`config.mk`:
```
export PLATFORM = sky130hd
export DESIGN_NAME = yuv_frame_rgb_average
export DESIGN_NICKNAME = d
export VERILOG_FILES = /design/src/yfra_pkg.sv /design/src/yfra_datapath.sv /design/src/yfra_ctrl.sv /design/src/yuv_frame_rgb_average.sv
export SDC_FILE = /design/constraint.sdc
export NUM_CORES = 1
export LEC_CHECK = 0
export BUFFER_PORTS_ARGS = -buffer_cell sky130_fd_sc_hd__buf_2
export CAP_MARGIN = 25
export CORE_MARGIN = 1.5
export CORE_UTILIZATION = 48
export DETAILED_ROUTE_END_ITERATION = 8
export PLACE_DENSITY = 0.67
export SYNTH_ARGS = -nofsm -noshare
export SYNTH_HDL_FRONTEND = slang
export SYNTH_SLANG_ARGS = --single-unit
```
`constraint.sdc`:
```
create_clock -name aclk -period 18.9 [get_ports aclk]
set_input_delay 2.835 -clock aclk [delete_from_list [all_inputs] [get_ports aclk]]
set_output_delay 2.835 -clock aclk [all_outputs]
set_load 0.05 [all_outputs]
```
`src/yfra_pkg.sv`:
```
package yfra_pkg;

    localparam int unsigned MAX_FRAME_SAMPLES = 4194304;
    localparam int unsigned COUNT_W           = $clog2(MAX_FRAME_SAMPLES + 1);
    localparam int unsigned PIX_W             = 8;
    localparam int unsigned SKIP_W            = 5;
    localparam int unsigned PHASE_W           = 4;
    localparam int unsigned SUM_W             = 32;
    localparam int unsigned AVG_W             = 10;
    localparam int unsigned COLOUR_W          = 11;
    localparam int unsigned PROD_W            = 19;
    localparam int unsigned DIV_STEPS         = SUM_W;
    localparam int unsigned STEP_W            = $clog2(DIV_STEPS);
    localparam int unsigned CFG_IDX_W         = 1;

    localparam logic [SKIP_W-1:0]    SKIP_RESET = SKIP_W'(2);
    localparam logic [SKIP_W-1:0]    SKIP_MAX   = SKIP_W'(16);
    localparam logic [CFG_IDX_W-1:0] CFG_SKIP_X = CFG_IDX_W'(0);
    localparam logic [CFG_IDX_W-1:0] CFG_SKIP_Y = CFG_IDX_W'(1);

    typedef enum logic [1:0] {
        CH_RED,
        CH_GREEN,
        CH_BLUE
    } chan_t;

    typedef struct packed {
        logic  accept;
        logic  div_load;
        logic  div_step;
        logic  div_store;
        logic  load_out;
        chan_t ch;
    } dp_cmd_t;

    typedef struct packed {
        logic out_free;
    } dp_status_t;

    // zero acts as one, anything above sixteen as sixteen
    function automatic logic [SKIP_W-1:0] eff_skip(input logic [SKIP_W-1:0] s);
        logic [SKIP_W-1:0] r;
        r = s;
        if (s == '0) begin
            r = SKIP_W'(1);
        end else if (s > SKIP_MAX) begin
            r = SKIP_MAX;
        end
        return r;
    endfunction

    function automatic logic [PHASE_W-1:0] advance_phase(input logic [PHASE_W-1:0] phase,
                                                         input logic [SKIP_W-1:0] skip);
        logic [SKIP_W-1:0] nxt;
        nxt = {1'b0, phase} + SKIP_W'(1);
        return (nxt >= skip) ? '0 : nxt[PHASE_W-1:0];
    endfunction

endpackage

```
`src/yfra_datapath.sv`:
```
module yfra_datapath (
    input  logic                                  aclk,
    input  logic                                  aresetn,
    input  logic                                  cfg_valid,
    output logic                                  cfg_ready,
    input  logic [yfra_pkg::CFG_IDX_W-1:0]        cfg_index,
    input  logic [yfra_pkg::SKIP_W-1:0]           cfg_data,
    input  logic [yfra_pkg::PIX_W-1:0]            s_luma,
    input  logic [yfra_pkg::PIX_W-1:0]            s_chroma_u,
    input  logic [yfra_pkg::PIX_W-1:0]            s_chroma_v,
    input  logic                                  s_end_of_line,
    input  yfra_pkg::dp_cmd_t                     cmd,
    output yfra_pkg::dp_status_t                  status,
    output logic                                  m_valid,
    input  logic                                  m_ready,
    output logic signed [yfra_pkg::AVG_W-1:0]     m_red_average,
    output logic signed [yfra_pkg::AVG_W-1:0]     m_green_average,
    output logic signed [yfra_pkg::AVG_W-1:0]     m_blue_average,
    output logic [yfra_pkg::COUNT_W-1:0]          m_kept_count
);

    logic [yfra_pkg::SKIP_W-1:0]          skip_x_reg, skip_y_reg;
    logic [yfra_pkg::PHASE_W-1:0]         col_phase_reg, row_phase_reg;
    logic [yfra_pkg::COUNT_W-1:0]         total_reg;
    logic                                 keep;

    logic signed [8:0]                    u_s, v_s;
    logic signed [yfra_pkg::PROD_W-1:0]   r_prod, g_prod, b_prod;
    logic signed [yfra_pkg::COLOUR_W-1:0] r_pix, g_pix, b_pix, y_s;

    logic                                 pix_valid_reg;
    logic signed [yfra_pkg::COLOUR_W-1:0] r_pix_reg, g_pix_reg, b_pix_reg;
    logic signed [yfra_pkg::SUM_W-1:0]    red_sum_reg, green_sum_reg, blue_sum_reg;

    logic signed [yfra_pkg::SUM_W-1:0]    sel_sum;
    logic [yfra_pkg::SUM_W-1:0]           quo_reg;
    logic [yfra_pkg::COUNT_W-1:0]         rem_reg;
    logic                                 neg_reg;
    logic [yfra_pkg::COUNT_W:0]           rem_shift;
    logic                                 ge;
    logic [yfra_pkg::AVG_W-1:0]           quo_signed;

    logic signed [yfra_pkg::AVG_W-1:0]    red_avg_reg, green_avg_reg, blue_avg_reg;
    logic                                 m_valid_reg;

    assign cfg_ready = 1'b1;

    always_ff @(posedge aclk) begin
        if (!aresetn) begin
            skip_x_reg <= yfra_pkg::SKIP_RESET;
            skip_y_reg <= yfra_pkg::SKIP_RESET;
        end else if (cfg_valid) begin
            unique case (cfg_index)
                yfra_pkg::CFG_SKIP_X: skip_x_reg <= cfg_data;
                yfra_pkg::CFG_SKIP_Y: skip_y_reg <= cfg_data;
            endcase
        end
    end

    assign keep = (col_phase_reg == '0) && (row_phase_reg == '0) &&
                  (total_reg < yfra_pkg::COUNT_W'(yfra_pkg::MAX_FRAME_SAMPLES));

    // phases and count advance at the transfer; colours are registered at the transfer and summed from those registers
    always_ff @(posedge aclk) begin
        if (!aresetn || cmd.load_out) begin
            col_phase_reg <= '0;
            row_phase_reg <= '0;
            total_reg     <= '0;
        end else if (cmd.accept) begin
            total_reg <= total_reg + yfra_pkg::COUNT_W'(keep);
            if (s_end_of_line) begin
                col_phase_reg <= '0;
                row_phase_reg <= yfra_pkg::advance_phase(row_phase_reg,
                                                         yfra_pkg::eff_skip(skip_y_reg));
            end else begin
                col_phase_reg <= yfra_pkg::advance_phase(col_phase_reg,
                                                         yfra_pkg::eff_skip(skip_x_reg));
            end
        end
    end

    assign u_s    = signed'({1'b0, s_chroma_u}) - 9'sd128;
    assign v_s    = signed'({1'b0, s_chroma_v}) - 9'sd128;
    assign r_prod = yfra_pkg::PROD_W'(v_s) * 19'sd351;
    assign g_prod = yfra_pkg::PROD_W'(v_s) * 19'sd179 + yfra_pkg::PROD_W'(u_s) * 19'sd86;
    assign b_prod = yfra_pkg::PROD_W'(u_s) * 19'sd443;
    assign y_s    = signed'({3'b000, s_luma});
    assign r_pix  = y_s + yfra_pkg::COLOUR_W'(r_prod >>> 8);
    assign g_pix  = y_s - yfra_pkg::COLOUR_W'(g_prod >>> 8);
    assign b_pix  = y_s + yfra_pkg::COLOUR_W'(b_prod >>> 8);

    always_ff @(posedge aclk) begin
        if (!aresetn) begin
            pix_valid_reg <= 1'b0;
        end else begin
            pix_valid_reg <= cmd.accept && keep;
        end
    end

    always_ff @(posedge aclk) begin
        if (cmd.accept) begin
            r_pix_reg <= r_pix;
            g_pix_reg <= g_pix;
            b_pix_reg <= b_pix;
        end
    end

    always_ff @(posedge aclk) begin
        if (!aresetn || cmd.load_out) begin
            red_sum_reg   <= '0;
            green_sum_reg <= '0;
            blue_sum_reg  <= '0;
        end else if (pix_valid_reg) begin
            red_sum_reg   <= red_sum_reg + yfra_pkg::SUM_W'(r_pix_reg);
            green_sum_reg <= green_sum_reg + yfra_pkg::SUM_W'(g_pix_reg);
            blue_sum_reg  <= blue_sum_reg + yfra_pkg::SUM_W'(b_pix_reg);
        end
    end

    // restoring divider, one quotient bit per step, shared by the three sums
    always_comb begin
        unique case (cmd.ch)
            yfra_pkg::CH_RED:   sel_sum = red_sum_reg;
            yfra_pkg::CH_GREEN: sel_sum = green_sum_reg;
            yfra_pkg::CH_BLUE:  sel_sum = blue_sum_reg;
            default:            sel_sum = '0;
        endcase
    end

    assign rem_shift  = {rem_reg, quo_reg[yfra_pkg::SUM_W-1]};
    assign ge         = rem_shift >= {1'b0, total_reg};
    assign quo_signed = neg_reg ? (yfra_pkg::AVG_W'(0) - quo_reg[yfra_pkg::AVG_W-1:0])
                                : quo_reg[yfra_pkg::AVG_W-1:0];

    always_ff @(posedge aclk) begin
        if (cmd.div_load) begin
            neg_reg <= sel_sum[yfra_pkg::SUM_W-1];
            quo_reg <= sel_sum[yfra_pkg::SUM_W-1] ? unsigned'(-sel_sum) : unsigned'(sel_sum);
            rem_reg <= '0;
        end else if (cmd.div_step) begin
            rem_reg <= ge ? yfra_pkg::COUNT_W'(rem_shift - {1'b0, total_reg})
                          : rem_shift[yfra_pkg::COUNT_W-1:0];
            quo_reg <= {quo_reg[yfra_pkg::SUM_W-2:0], ge};
        end
    end

    // an empty frame averages to zero
    always_ff @(posedge aclk) begin
        if (cmd.div_store) begin
            unique case (cmd.ch)
                yfra_pkg::CH_RED:   red_avg_reg   <= (total_reg == '0) ? '0 : signed'(quo_signed);
                yfra_pkg::CH_GREEN: green_avg_reg <= (total_reg == '0) ? '0 : signed'(quo_signed);
                yfra_pkg::CH_BLUE:  blue_avg_reg  <= (total_reg == '0) ? '0 : signed'(quo_signed);
                default: ;
            endcase
        end
    end

    always_ff @(posedge aclk) begin
        if (!aresetn) begin
            m_valid_reg <= 1'b0;
        end else begin
            m_valid_reg <= cmd.load_out || (m_valid_reg && !m_ready);
        end
    end

    always_ff @(posedge aclk) begin
        if (cmd.load_out) begin
            m_red_average   <= red_avg_reg;
            m_green_average <= green_avg_reg;
            m_blue_average  <= blue_avg_reg;
            m_kept_count    <= total_reg;
        end
    end

    assign m_valid         = m_valid_reg;
    assign status.out_free = !m_valid_reg || m_ready;

`ifndef SYNTHESIS
    a_total_bounded: assert property (@(posedge aclk) disable iff (!aresetn)
        total_reg <= yfra_pkg::COUNT_W'(yfra_pkg::MAX_FRAME_SAMPLES))
        else $error("kept count beyond frame limit");
    a_no_accept_mid_divide: assert property (@(posedge aclk) disable iff (!aresetn)
        (cmd.div_step || cmd.div_load) |-> !cmd.accept && !pix_valid_reg)
        else $error("pixel transfer while dividing");
`endif

endmodule

```
`src/yfra_ctrl.sv`:
```
module yfra_ctrl (
    input  logic                 aclk,
    input  logic                 aresetn,
    input  logic                 s_valid,
    output logic                 s_ready,
    input  logic                 s_end_of_frame,
    output yfra_pkg::dp_cmd_t    cmd,
    input  yfra_pkg::dp_status_t status
);

    typedef enum logic [2:0] {
        S_RUN,
        S_DRAIN,
        S_LOAD,
        S_STEP,
        S_STORE,
        S_OUT
    } state_t;

    state_t                        state_reg;
    logic                          s_ready_reg;
    yfra_pkg::chan_t               ch_reg;
    logic [yfra_pkg::STEP_W-1:0]   step_reg;
    logic                          accept;

    assign accept  = s_valid && s_ready_reg;
    assign s_ready = s_ready_reg;

    assign cmd.accept    = accept;
    assign cmd.div_load  = (state_reg == S_LOAD);
    assign cmd.div_step  = (state_reg == S_STEP);
    assign cmd.div_store = (state_reg == S_STORE);
    assign cmd.load_out  = (state_reg == S_OUT) && status.out_free;
    assign cmd.ch        = ch_reg;

    always_ff @(posedge aclk) begin
        if (!aresetn) begin
            state_reg   <= S_RUN;
            s_ready_reg <= 1'b1;
            ch_reg      <= yfra_pkg::CH_RED;
            step_reg    <= '0;
        end else begin
            unique case (state_reg)
                S_RUN: begin
                    if (accept && s_end_of_frame) begin
                        state_reg   <= S_DRAIN;
                        s_ready_reg <= 1'b0;
                    end
                end
                S_DRAIN: begin
                    ch_reg    <= yfra_pkg::CH_RED;
                    state_reg <= S_LOAD;
                end
                S_LOAD: begin
                    step_reg  <= '0;
                    state_reg <= S_STEP;
                end
                S_STEP: begin
                    step_reg <= step_reg + yfra_pkg::STEP_W'(1);
                    if (step_reg == yfra_pkg::STEP_W'(yfra_pkg::DIV_STEPS - 1)) begin
                        state_reg <= S_STORE;
                    end
                end
                S_STORE: begin
                    unique case (ch_reg)
                        yfra_pkg::CH_RED: begin
                            ch_reg    <= yfra_pkg::CH_GREEN;
                            state_reg <= S_LOAD;
                        end
                        yfra_pkg::CH_GREEN: begin
                            ch_reg    <= yfra_pkg::CH_BLUE;
                            state_reg <= S_LOAD;
                        end
                        default: begin
                            state_reg <= S_OUT;
                        end
                    endcase
                end
                S_OUT: begin
                    if (status.out_free) begin
                        state_reg   <= S_RUN;
                        s_ready_reg <= 1'b1;
                    end
                end
                default: begin
                    state_reg <= S_RUN;
                end
            endcase
        end
    end

`ifndef SYNTHESIS
    a_eof_stops_input: assert property (@(posedge aclk) disable iff (!aresetn)
        (s_valid && s_ready && s_end_of_frame) |=> !s_ready)
        else $error("input still open after end of frame");
    a_load_when_free: assert property (@(posedge aclk) disable iff (!aresetn)
        cmd.load_out |-> status.out_free)
        else $error("result loaded over an untaken result");
    a_reopen_after_load: assert property (@(posedge aclk) disable iff (!aresetn)
        cmd.load_out |=> s_ready && (state_reg == S_RUN))
        else $error("input not reopened after result load");
    a_ready_only_running: assert property (@(posedge aclk) disable iff (!aresetn)
        s_ready |-> (state_reg == S_RUN))
        else $error("input open outside run state");
`endif

endmodule

```
`src/yuv_frame_rgb_average.sv`:
```
// Channel   Handshake            Payload
// cfg       cfg_valid/cfg_ready  cfg_index (0 skip_x, 1 skip_y), cfg_data
// s (in)    s_valid/s_ready      s_luma, s_chroma_u, s_chroma_v, s_end_of_line,
//                                s_end_of_frame
// m (out)   m_valid/m_ready      m_red_average, m_green_average, m_blue_average,
//                                m_kept_count
//
// One pixel transfer per cycle within a frame; colours are summed in the cycle after the transfer.
// After the end-of-frame pixel the input closes while the averages are computed: one shared
// restoring divider produces one quotient bit per cycle for each colour, in turn.
// A result waiting on m_ready holds the input closed only when the next frame ends first.
// Reset is synchronous, active low; skip registers return to 2, sums and phases to zero.
// Configuration transfers are always taken (cfg_ready held high).
module yuv_frame_rgb_average (
    input  logic                                  aclk,
    input  logic                                  aresetn,
    // configuration
    input  logic                                  cfg_valid,
    output logic                                  cfg_ready,
    input  logic [yfra_pkg::CFG_IDX_W-1:0]        cfg_index,
    input  logic [yfra_pkg::SKIP_W-1:0]           cfg_data,
    // pixel stream
    input  logic                                  s_valid,
    output logic                                  s_ready,
    input  logic [yfra_pkg::PIX_W-1:0]            s_luma,
    input  logic [yfra_pkg::PIX_W-1:0]            s_chroma_u,
    input  logic [yfra_pkg::PIX_W-1:0]            s_chroma_v,
    input  logic                                  s_end_of_line,
    input  logic                                  s_end_of_frame,
    // frame averages
    output logic                                  m_valid,
    input  logic                                  m_ready,
    output logic signed [yfra_pkg::AVG_W-1:0]     m_red_average,
    output logic signed [yfra_pkg::AVG_W-1:0]     m_green_average,
    output logic signed [yfra_pkg::AVG_W-1:0]     m_blue_average,
    output logic [yfra_pkg::COUNT_W-1:0]          m_kept_count
);

    // controller drives commands, datapath reports whether the result register is free
    yfra_pkg::dp_cmd_t    cmd;
    yfra_pkg::dp_status_t status;

    yfra_ctrl u_ctrl (
        .aclk           (aclk),
        .aresetn        (aresetn),
        .s_valid        (s_valid),
        .s_ready        (s_ready),
        .s_end_of_frame (s_end_of_frame),
        .cmd            (cmd),
        .status         (status)
    );

    // skip configuration, phases, pixel conversion, sums, divider and result register
    yfra_datapath u_datapath (
        .aclk            (aclk),
        .aresetn         (aresetn),
        .cfg_valid       (cfg_valid),
        .cfg_ready       (cfg_ready),
        .cfg_index       (cfg_index),
        .cfg_data        (cfg_data),
        .s_luma          (s_luma),
        .s_chroma_u      (s_chroma_u),
        .s_chroma_v      (s_chroma_v),
        .s_end_of_line   (s_end_of_line),
        .cmd             (cmd),
        .status          (status),
        .m_valid         (m_valid),
        .m_ready         (m_ready),
        .m_red_average   (m_red_average),
        .m_green_average (m_green_average),
        .m_blue_average  (m_blue_average),
        .m_kept_count    (m_kept_count)
    );

endmodule
```
==> impl_metrics.tcl, run 1 <==
set metrics [dict create \
    run_status "complete, no violations" \
    whs_ns 0.412 \
    num_vias 20700 \
    hpwl_um 47000 \
    dp.cells 3603 \
    switchingPower_mw 2.35 \
    cp_max_fo 12 \
    rsz0062_at_grt "false" \
    clkPwrFrac_pct 13.6 \
    critPathTopFamily "adder cells" \
    wl_per_cell_um 16.5 \
    fillers 4898 \
    holdPathStages 0 \
    syn_nets 3327 \
    rows 85 \
    die_y_um 236 \
    clock_skew_ns 0.0237 \
    cp-end-kind "flip-flop" \
    ys_async_sr_fraction_pct 0 \
    fmax_mhz 113 \
    avgSynthCellArea_um2 9.08 \
    drc 0 \
    grt_pass1_vias 20100 \
    drv_cap 0 \
    worstPathArrival_ns 9.15 \
    drt-pass1-iter-count 5 \
    cts_num_sinks 322 \
    grt_pass1_wl_um 100000 \
    tns_ns 0 \
    grt_usage_pct 21.6 \
    power_density_mw_per_mm2 181 \
    die_w_um 236 \
    seqPwrFrac_pct 22.4 \
    min_period_over_period_pct 46.9 \
    critical_path_class "input pin to flip-flop" \
    wl_um 60500 \
    clockBufferDepth 3 \
    yosys_most_used_dff "dfxtp_1" \
    core_area_mm2 0.0538 \
    worst_pin_slew_ns 1.03 \
    p_comb_share_pct 63.9 \
    cts_root_buf "clkbuf_16" \
    p_total_mw 5.14 \
    cts_tree "built" \
    syn_inst 2883 \
    stdcell_count 3669 \
    path_buf_inv 5 \
    post_cts_resized 0 \
    first_iter_violations 1215 \
    ys_top_cells_by_count "ha_1 (326), inv_1 (269), nor2_1 (253)" \
    synth.most_common_cell "ha_1" \
    worst_path_most_repeated_cell "ha_1" \
    synth_edf_count 149 \
    io_pins 93 \
    synthToLayoutAreaGrowth_pct 8.76 \
    swShare_pct 45.6 \
    clk_pin_slew_ns 0.06 \
    layout-drive-gt1-share_pct 6.79 \
    ff2ff_path_depth 11 \
    period_minus_slack_ns 8.87 \
    finalHoldViolations 0 \
    slew_violations 0 \
    min_path_type "flip-flop to flip-flop" \
    syn-cell-area_mm2 0.0262 \
    overflow 0 \
    crit_path_start_kind "input pin" \
    antenna_left 0 \
    finalSetupViolations 0 \
    synth_top_area_share_pct 17.1 \
    nNetsFinal 3390 \
    crit_required_ns 19.18 \
    portBuffers 91 \
    h-tree-depth 2 \
    antenna_found_initial 0 \
    postCtsSetupBuffers 0 \
    postCtsHoldBufs 0 \
    slew-limit-headroom_pct 29.8 \
    critical-path-slowest-cell "a221oi_1" \
    yosysWarnings 0 \
    internal_power_mw 2.80 \
    crit_cells 30 \
    die_area_mm2 0.0559 \
    synthTopCellsByArea "edfxtp_1 (17%), ha_1 (16%), dfxtp_1 (13%), fa_1 (6.2%), xnor2_1 (5.0%)" \
    synth_seq_cells 322 \
    numCtsBuffers 36 \
    clock_latency_ns 0.56 \
    yosysSeqAreaShare_pct 30.3 \
    vias_per_cell 5.65 \
    initial_core_util_pct 48.6 \
    synth.distinct_cells 86 \
    gp_congestion 0.880 \
    p_leak_nw 12.3 \
    cpPeakStageDelay_ns 0.57 \
    yosys.area.top_type "edfxtp_1" \
    diodes 0 \
    ir_drop_mv 0.204 \
    grt_max_degree 91 \
]
[path summary, 6_finish.rpt]
path	endpoint	slack [ns]	startpoint
worst min register to register	u_datapath.m_blue_average[5]	0.41	u_datapath.blue_avg_reg[5]
worst max-delay path	u_datapath.g_pix_reg[10]	10.03	s_chroma_v[7]
worst min-delay path	u_datapath.m_blue_average[5]	0.41	u_datapath.blue_avg_reg[5]
worst max register to register	u_datapath.quo_reg[24]	14.79	u_ctrl.ch_reg[0]
[cells by family after synthesis]
group / after synthesis / synth area share [%]
multiplexers: 124 / 4.79
XOR/XNOR: 215 / 7.20
AND/OR/NAND/NOR: 793 / 14.5
flip-flops: 322 / 30.3
buffers and inverters: 354 / 5.36
adder cells (fa/ha/maj): 407 / 21.8
AO/OA/AOI/OAI: 667 / 16.0
other: 1 / 0.0143
[final cells by class]
type	count	area [um^2]	area share, %
clock buffer	45	966	3.39
timing repair buffer	107	599	2.11
multi-input combinational	2207	16900	59.2
sequential	322	7950	27.9
tap	696	871	3.06
clock inverter	20	200	0.703
inverter	272	1020	3.59
[power by group through the flow]
stage                     logic [mW]  clock network (mW)  registers (mW)
after floorplan                 2.56                   0            1.15
after global placement          3.14                   0            1.16
after detailed placement        3.25                   0            1.17
after CTS                       3.27               0.716            1.15
after global routing            3.70               0.744            1.17
final                           3.29               0.701            1.15
[placed cells by master, fill, tap and decap left out, types with 27 or more instances in the layout]
cell type	instances
a21o_1	58
a21oi_1	208
and3_1	27
buf_2	91
clkbuf_16	37
dfxtp_1	170
edfxtp_1	149
fa_1	81
ha_1	326
inv_1	268
mux2i_1	123
nand2_1	206
nand2b_1	44
nand3_1	64
nor2_1	252
nor2b_1	42
nor3_1	40
o21ai_0	139
o21bai_1	30
o22ai_1	27
xnor2_1	149
xor2_1	66
[through the flow]
stage          cell area, um^2  util, %  setup WS, ns
2_1_floorplan            26200        -         10.41
3_3_place_gp             27300     50.6          9.69
3_5_place_dp             27300     50.7          9.51
4_1_cts                  28400     52.8         10.07
5_1_grt                  28500     52.9          9.35
6_report                 28500     52.9         10.03
[layer usage]
metal / global-route usage, % / share of wire (%) / wire length [um] / vias to the layer above
li1: - / - / - / 10300
met1: 28.9 / 46 / 27900 / 9853
met2: 37.0 / 47 / 28600 / 469
met3: 1.95 / 4.1 / 2450 / 98
met4: 6.68 / 2.5 / 1490 / 0
met5: 0 / 0 / 0 / -
[worst register-to-register path: cells and delay by family, from the launching register on]
kind	cells	cell delay [ns]
AO/OA/AOI/OAI	3	0.90
buffers and inverters	2	0.84
AND/OR/NAND/NOR	3	0.73
flip-flops	1	0.58
multiplexers	1	0.43
adder cells (fa/ha/maj)	1	0.21
XOR/XNOR	1	0.17
Power figures use the tool's default switching activity.
==> run 2, diff against run 1 <==
- ABC_AREA: not set -> 1
- clock period: 18.9 -> 8.3 ns (I/O delays scaled with it)
==> impl_metrics.tcl, run 2 <==
set metrics [dict create \
    avgSynthCellArea_um2 7.16 \
    critical-path-slowest-cell "fa_1" \
    rows 88 \
    min_path_type "flip-flop to flip-flop" \
    die_y_um 246 \
    gp_congestion 0.970 \
    clockBufferDepth 3 \
    post_cts_resized 0 \
    stdcell_count 4829 \
    grt_pass1_wl_um 119000 \
    h-tree-depth 2 \
    synth.most_common_cell "nand2_1" \
    diodes 0 \
    num_vias 25300 \
    crit_required_ns 8.60 \
    core_area_mm2 0.0580 \
    ys_top_cells_by_count "nand2_1 (885), inv_1 (565), nor2_1 (491)" \
    syn-cell-area_mm2 0.0284 \
    dp_slack_ns 1.04 \
    clk_pin_slew_ns 0.06 \
    worstPathArrival_ns 6.96 \
    syn_inst 3962 \
    overflow 0 \
    p_leak_nw 15.5 \
    worst_slack_ns 1.65 \
    antenna_found_initial 1 \
    dp.cells 4761 \
    tns_ns 0 \
    drt-pass1-iter-count 5 \
    layout-drive-gt1-share_pct 4.87 \
    numCtsBuffers 36 \
    grt_max_degree 73 \
    power_density_mw_per_mm2 417 \
    synthTopCellsByArea "edfxtp_1 (16%), ha_1 (14%), dfxtp_1 (12%), nand2_1 (12%), inv_1 (7.5%)" \
    yosysWarnings 0 \
    antenna_left 0 \
    worst_path_most_repeated_cell "nor2_1" \
    slew_violations 0 \
    hpwl_um 57800 \
    syn_nets 4406 \
    min_period_over_period_pct 80.2 \
    cts_root_buf "clkbuf_16" \
    slew-limit-headroom_pct 32.9 \
    postCtsHoldBufs 0 \
    clock_skew_ns 0.0451 \
    cp-end-kind "flip-flop" \
    cts_num_sinks 322 \
    cp_max_fo 9 \
    ys_async_sr_fraction_pct 0 \
    fin_util_pct 53.0 \
    cpPeakStageDelay_ns 0.55 \
    fmax_mhz 150 \
    crit_path_start_kind "input pin" \
    first_iter_violations 1582 \
    synth_seq_cells 322 \
    initial_core_util_pct 48.9 \
    vias_per_cell 5.25 \
    wl_um 72600 \
    finalSetupViolations 0 \
    die_w_um 246 \
    yosys.area.top_type "edfxtp_1" \
    die_area_mm2 0.0606 \
    clock_latency_ns 0.58 \
    cts_tree "built" \
    io_pins 93 \
    period_minus_slack_ns 6.65 \
    synthToLayoutAreaGrowth_pct 8.36 \
    yosys_most_used_dff "dfxtp_1" \
    yosysSeqAreaShare_pct 28.0 \
    critical_path_class "input pin to flip-flop" \
    rsz0062_at_grt "false" \
    grt_usage_pct 24.1 \
    postCtsSetupBuffers 0 \
    wl_per_cell_um 15.0 \
    drc 0 \
    synth_top_area_share_pct 15.8 \
    drv_cap 0 \
    r2r_slack_ns 4.87 \
    final_cell_mix "nand2_1 (885), inv_1 (563), nor2_1 (490)" \
    nNetsFinal 4480 \
    run_status "complete, no violations" \
    layout_commonest_cell "nand2_1" \
    ir_drop_mv 0.448 \
    worst_pin_slew_ns 1.01 \
    synth.distinct_cells 52 \
    portBuffers 91 \
    grt_pass1_vias 24300 \
    synth_edf_count 149 \
    finalHoldViolations 0 \
]
[run 2: cell families after synthesis]
group                      synth area share (%)
and+or+nand+nor                            26.5
buffers and inverters                      8.70
AOI/OAI and AO/OA                          12.0
adders and majority gates                  20.1
DFF                                        28.0
xor gates and xnor gates                   4.75
other                                    0.0132
[run 2: final cells by class]
class / count / area (um^2)
fillers: 5706 / 27300
clock inverters: 21 / 169
inverters: 574 / 2160
multi-input cells: 2994 / 18000
well taps: 765 / 957
repair buffers: 108 / 596
flip-flops and latches: 322 / 7940
clock buffers: 45 / 945
[run 2: critical path, delay by kind of cell]
| kind | cells | cell delay [ns] |
|---|---|---|
| xor gates and xnor gates | 2 | 0.37 |
| buffers and inverters | 6 | 0.69 |
| adders and majority gates | 7 | 2.85 |
| and+or+nand+nor | 15 | 1.44 |
| AOI/OAI and AO/OA | 2 | 0.37 |
[run 2: worst paths after layout]
path | from | to | depth (start not counted)
setup reg to reg | u_ctrl.ch_reg[1] | u_datapath.quo_reg[20] | 13
hold reg to reg | u_datapath.green_avg_reg[6] | u_datapath.m_green_average[6] | 0
hold / removal | u_datapath.green_avg_reg[6] | u_datapath.m_green_average[6] | 0
setup / recovery | s_chroma_v[7] | u_datapath.g_pix_reg[10] | 32
[run 2: where the power goes]
| part | internal (mW) | leakage [nW] | switching, mW |
|---|---|---|---|
| registers | 2.32 | 2.80 | 0.273 |
| logic | 3.18 | 12.2 | 5.52 |
| clock network | 0.851 | 0.550 | 0.675 |
[run 2: stage by stage]
stage	hold WS [ns]	power [mW]	area [um^2]
finish	0.403	12.8	30700
global route	0.420	14.2	30700
floorplan	0.400	9.37	28400
CTS	0.409	12.8	30700
detailed placement	0.405	11.2	29600
global placement	0.402	11.1	29600
[run 2: metal layers]
layer  share of wire, %  track usage, %  vias up
met5              0.017               0        -
met4                3.5            8.81        2
met3                4.6            2.76      118
met2                 46            41.3      576
met1                 45            31.2    11500
li1                   -               -    13200
==> run 3, diff against run 2 <==
- ABC_AREA: 1 -> 0
- clock period: 8.3 -> 6.8 ns (I/O delays scaled with it)
==> impl_metrics.tcl, run 3 (synthesis results as in run 1) <==
set metrics [dict create \
    layout-drive-gt1-share_pct 9.67 \
    stdcell_count 3746 \
    reg2reg_to "u_datapath.red_sum_reg[29]" \
    min-delay-start "u_datapath.blue_avg_reg[4]" \
    crit_required_ns 7.09 \
    slew_violations 0 \
    wl_um 61000 \
    worstPathArrival_ns 6.77 \
    finalHoldViolations 0 \
    h-tree-depth 2 \
    endpoint "u_datapath.g_pix_reg[9]" \
    cts_tree "built" \
    postCtsHoldBufs 0 \
    clock_latency_ns 0.58 \
    worst_pin_slew_ns 1.11 \
    num_vias 20800 \
    final_cell_mix "ha_1 (326), inv_1 (268), nor2_1 (251)" \
    die_area_mm2 0.0559 \
    antenna_found_initial 0 \
    critical_path_class "input pin to flip-flop" \
    grt_max_degree 64 \
    wl_per_cell_um 16.3 \
    hpwl_um 47600 \
    io_pins 93 \
    dp_slack_ns -0.278 \
    drt-pass1-iter-count 5 \
    diodes 0 \
    drv_cap 0 \
    cp-end-kind "flip-flop" \
    die_y_um 236 \
    cp_max_fo 4 \
    cpPeakStageDelay_ns 0.52 \
    setup.worst_path.start "s_chroma_v[6]" \
    finalSetupViolations 0 \
    synthToLayoutAreaGrowth_pct 11.1 \
    antenna_left 0 \
    ff2ff_path_depth 11 \
    numCtsBuffers 36 \
    portBuffers 91 \
    nNetsFinal 3466 \
    die_w_um 236 \
    run_status "complete, no violations" \
    fmax_mhz 155 \
    grt_usage_pct 21.6 \
    clockBufferDepth 3 \
    vias_per_cell 5.56 \
    clk_pin_slew_ns 0.06 \
    critical-path-slowest-cell "fa_1" \
    slew-limit-headroom_pct 24.4 \
    layout_commonest_cell "ha_1" \
    crit_path_start_kind "input pin" \
    drc 0 \
    core_area_mm2 0.0538 \
    first_iter_violations 1044 \
    worst_path_most_repeated_cell "ha_1" \
    clock_skew_ns 0.0346 \
    gp_congestion 0.909 \
    power_density_mw_per_mm2 513 \
    grt_pass1_wl_um 99900 \
    cts_root_buf "clkbuf_16" \
    p_leak_nw 12.7 \
    initial_core_util_pct 48.6 \
    grt_pass1_vias 20300 \
    min_path_type "flip-flop to flip-flop" \
    overflow 0 \
    period_minus_slack_ns 6.47 \
    rows 85 \
    dp.cells 3680 \
    ir_drop_mv 0.538 \
    r2r-start "u_datapath.r_pix_reg[10]" \
    r2r_slack_ns 2.70 \
    worst_slack_ns 0.328 \
    cts_num_sinks 322 \
    fillers 4903 \
    min_period_over_period_pct 95.2 \
    whs_ns 0.415 \
]
[run 3: changes by cell type in the layout (fill, tap and decap cells not counted), sizes merged, moves of 108 or more]
| cell | before | now |
|---|---|---|
| inv | 571 | 276 |
| mux2i | 0 | 124 |
| nand2 | 887 | 209 |
| nand3 | 289 | 64 |
| nor2 | 496 | 253 |
| xnor2 | 41 | 149 |
[run 3: metrics by stage]
step           power [mW]  util [%]  cell area [um^2]  setup TNS, ns
2_1_floorplan        10.3         -             26200              0
3_3_place_gp         12.5      51.7             27800         -0.472
3_5_place_dp         12.8      51.7             27800         -0.983
4_1_cts              14.9      54.0             29100              0
5_1_grt              16.3      54.0             29100        -0.0771
6_report             14.9      54.0             29100              0
[run 3: layout make-up]
class                   instances  area, um^2  share of cell area (%)
well taps                     696         871                    2.99
clock buffers                  44        1000                    3.45
repair buffers                183        1150                    3.94
flip-flops and latches        322        7950                    27.3
multi-input cells            2207       16900                    58.1
inverters                     272        1020                    3.51
clock inverters                22         210                   0.723
[run 3: worst min-delay path by stage]
stage	cells past startpoint	to	slack (ns)
after floorplan	0	u_datapath.m_blue_average[0]	0.40
after global placement	0	u_datapath.m_red_average[6]	0.40
after detailed placement	0	u_datapath.m_blue_average[2]	0.40
after CTS	0	u_datapath.m_blue_average[4]	0.42
after global routing	0	u_datapath.m_blue_average[8]	0.42
final	0	u_datapath.m_blue_average[4]	0.41
[run 3: report_power, final]
part	switching, mW	internal [mW]	total, mW	leakage (nW)
Sequential	0.427	2.80	3.23	2.77
Clock	0.858	1.15	2.01	0.608
Combinational	5.31	4.39	9.69	9.34
Total	6.59	8.34	14.9	12.7
[run 3: per-layer routing]
metal | global-route usage [%] | wire (um) | up-vias
li1 | - | - | 10500
met1 | 28.2 | 28100 | 9894
met2 | 37.7 | 29200 | 404
met3 | 2.59 | 2420 | 82
met4 | 5.50 | 1280 | 0
met5 | 0 | 0 | -
[run 3: critical path, delay by kind of cell]
| family | cells | cell delay, ns |
|---|---|---|
| adder cells (fa/ha/maj) | 7 | 2.53 |
| AO/OA/AOI/OAI | 12 | 1.74 |
| AND/OR/NAND/NOR | 4 | 0.52 |
| XOR/XNOR | 3 | 0.45 |
| buffers and inverters | 5 | 0.32 |
| multiplexers | 1 | 0.17 |
[run 3: what timing repair did]
item                                    CTS  global route
resized for setup                         0            13
buffers inserted                          0             0
endpoints found under the setup margin    0             4
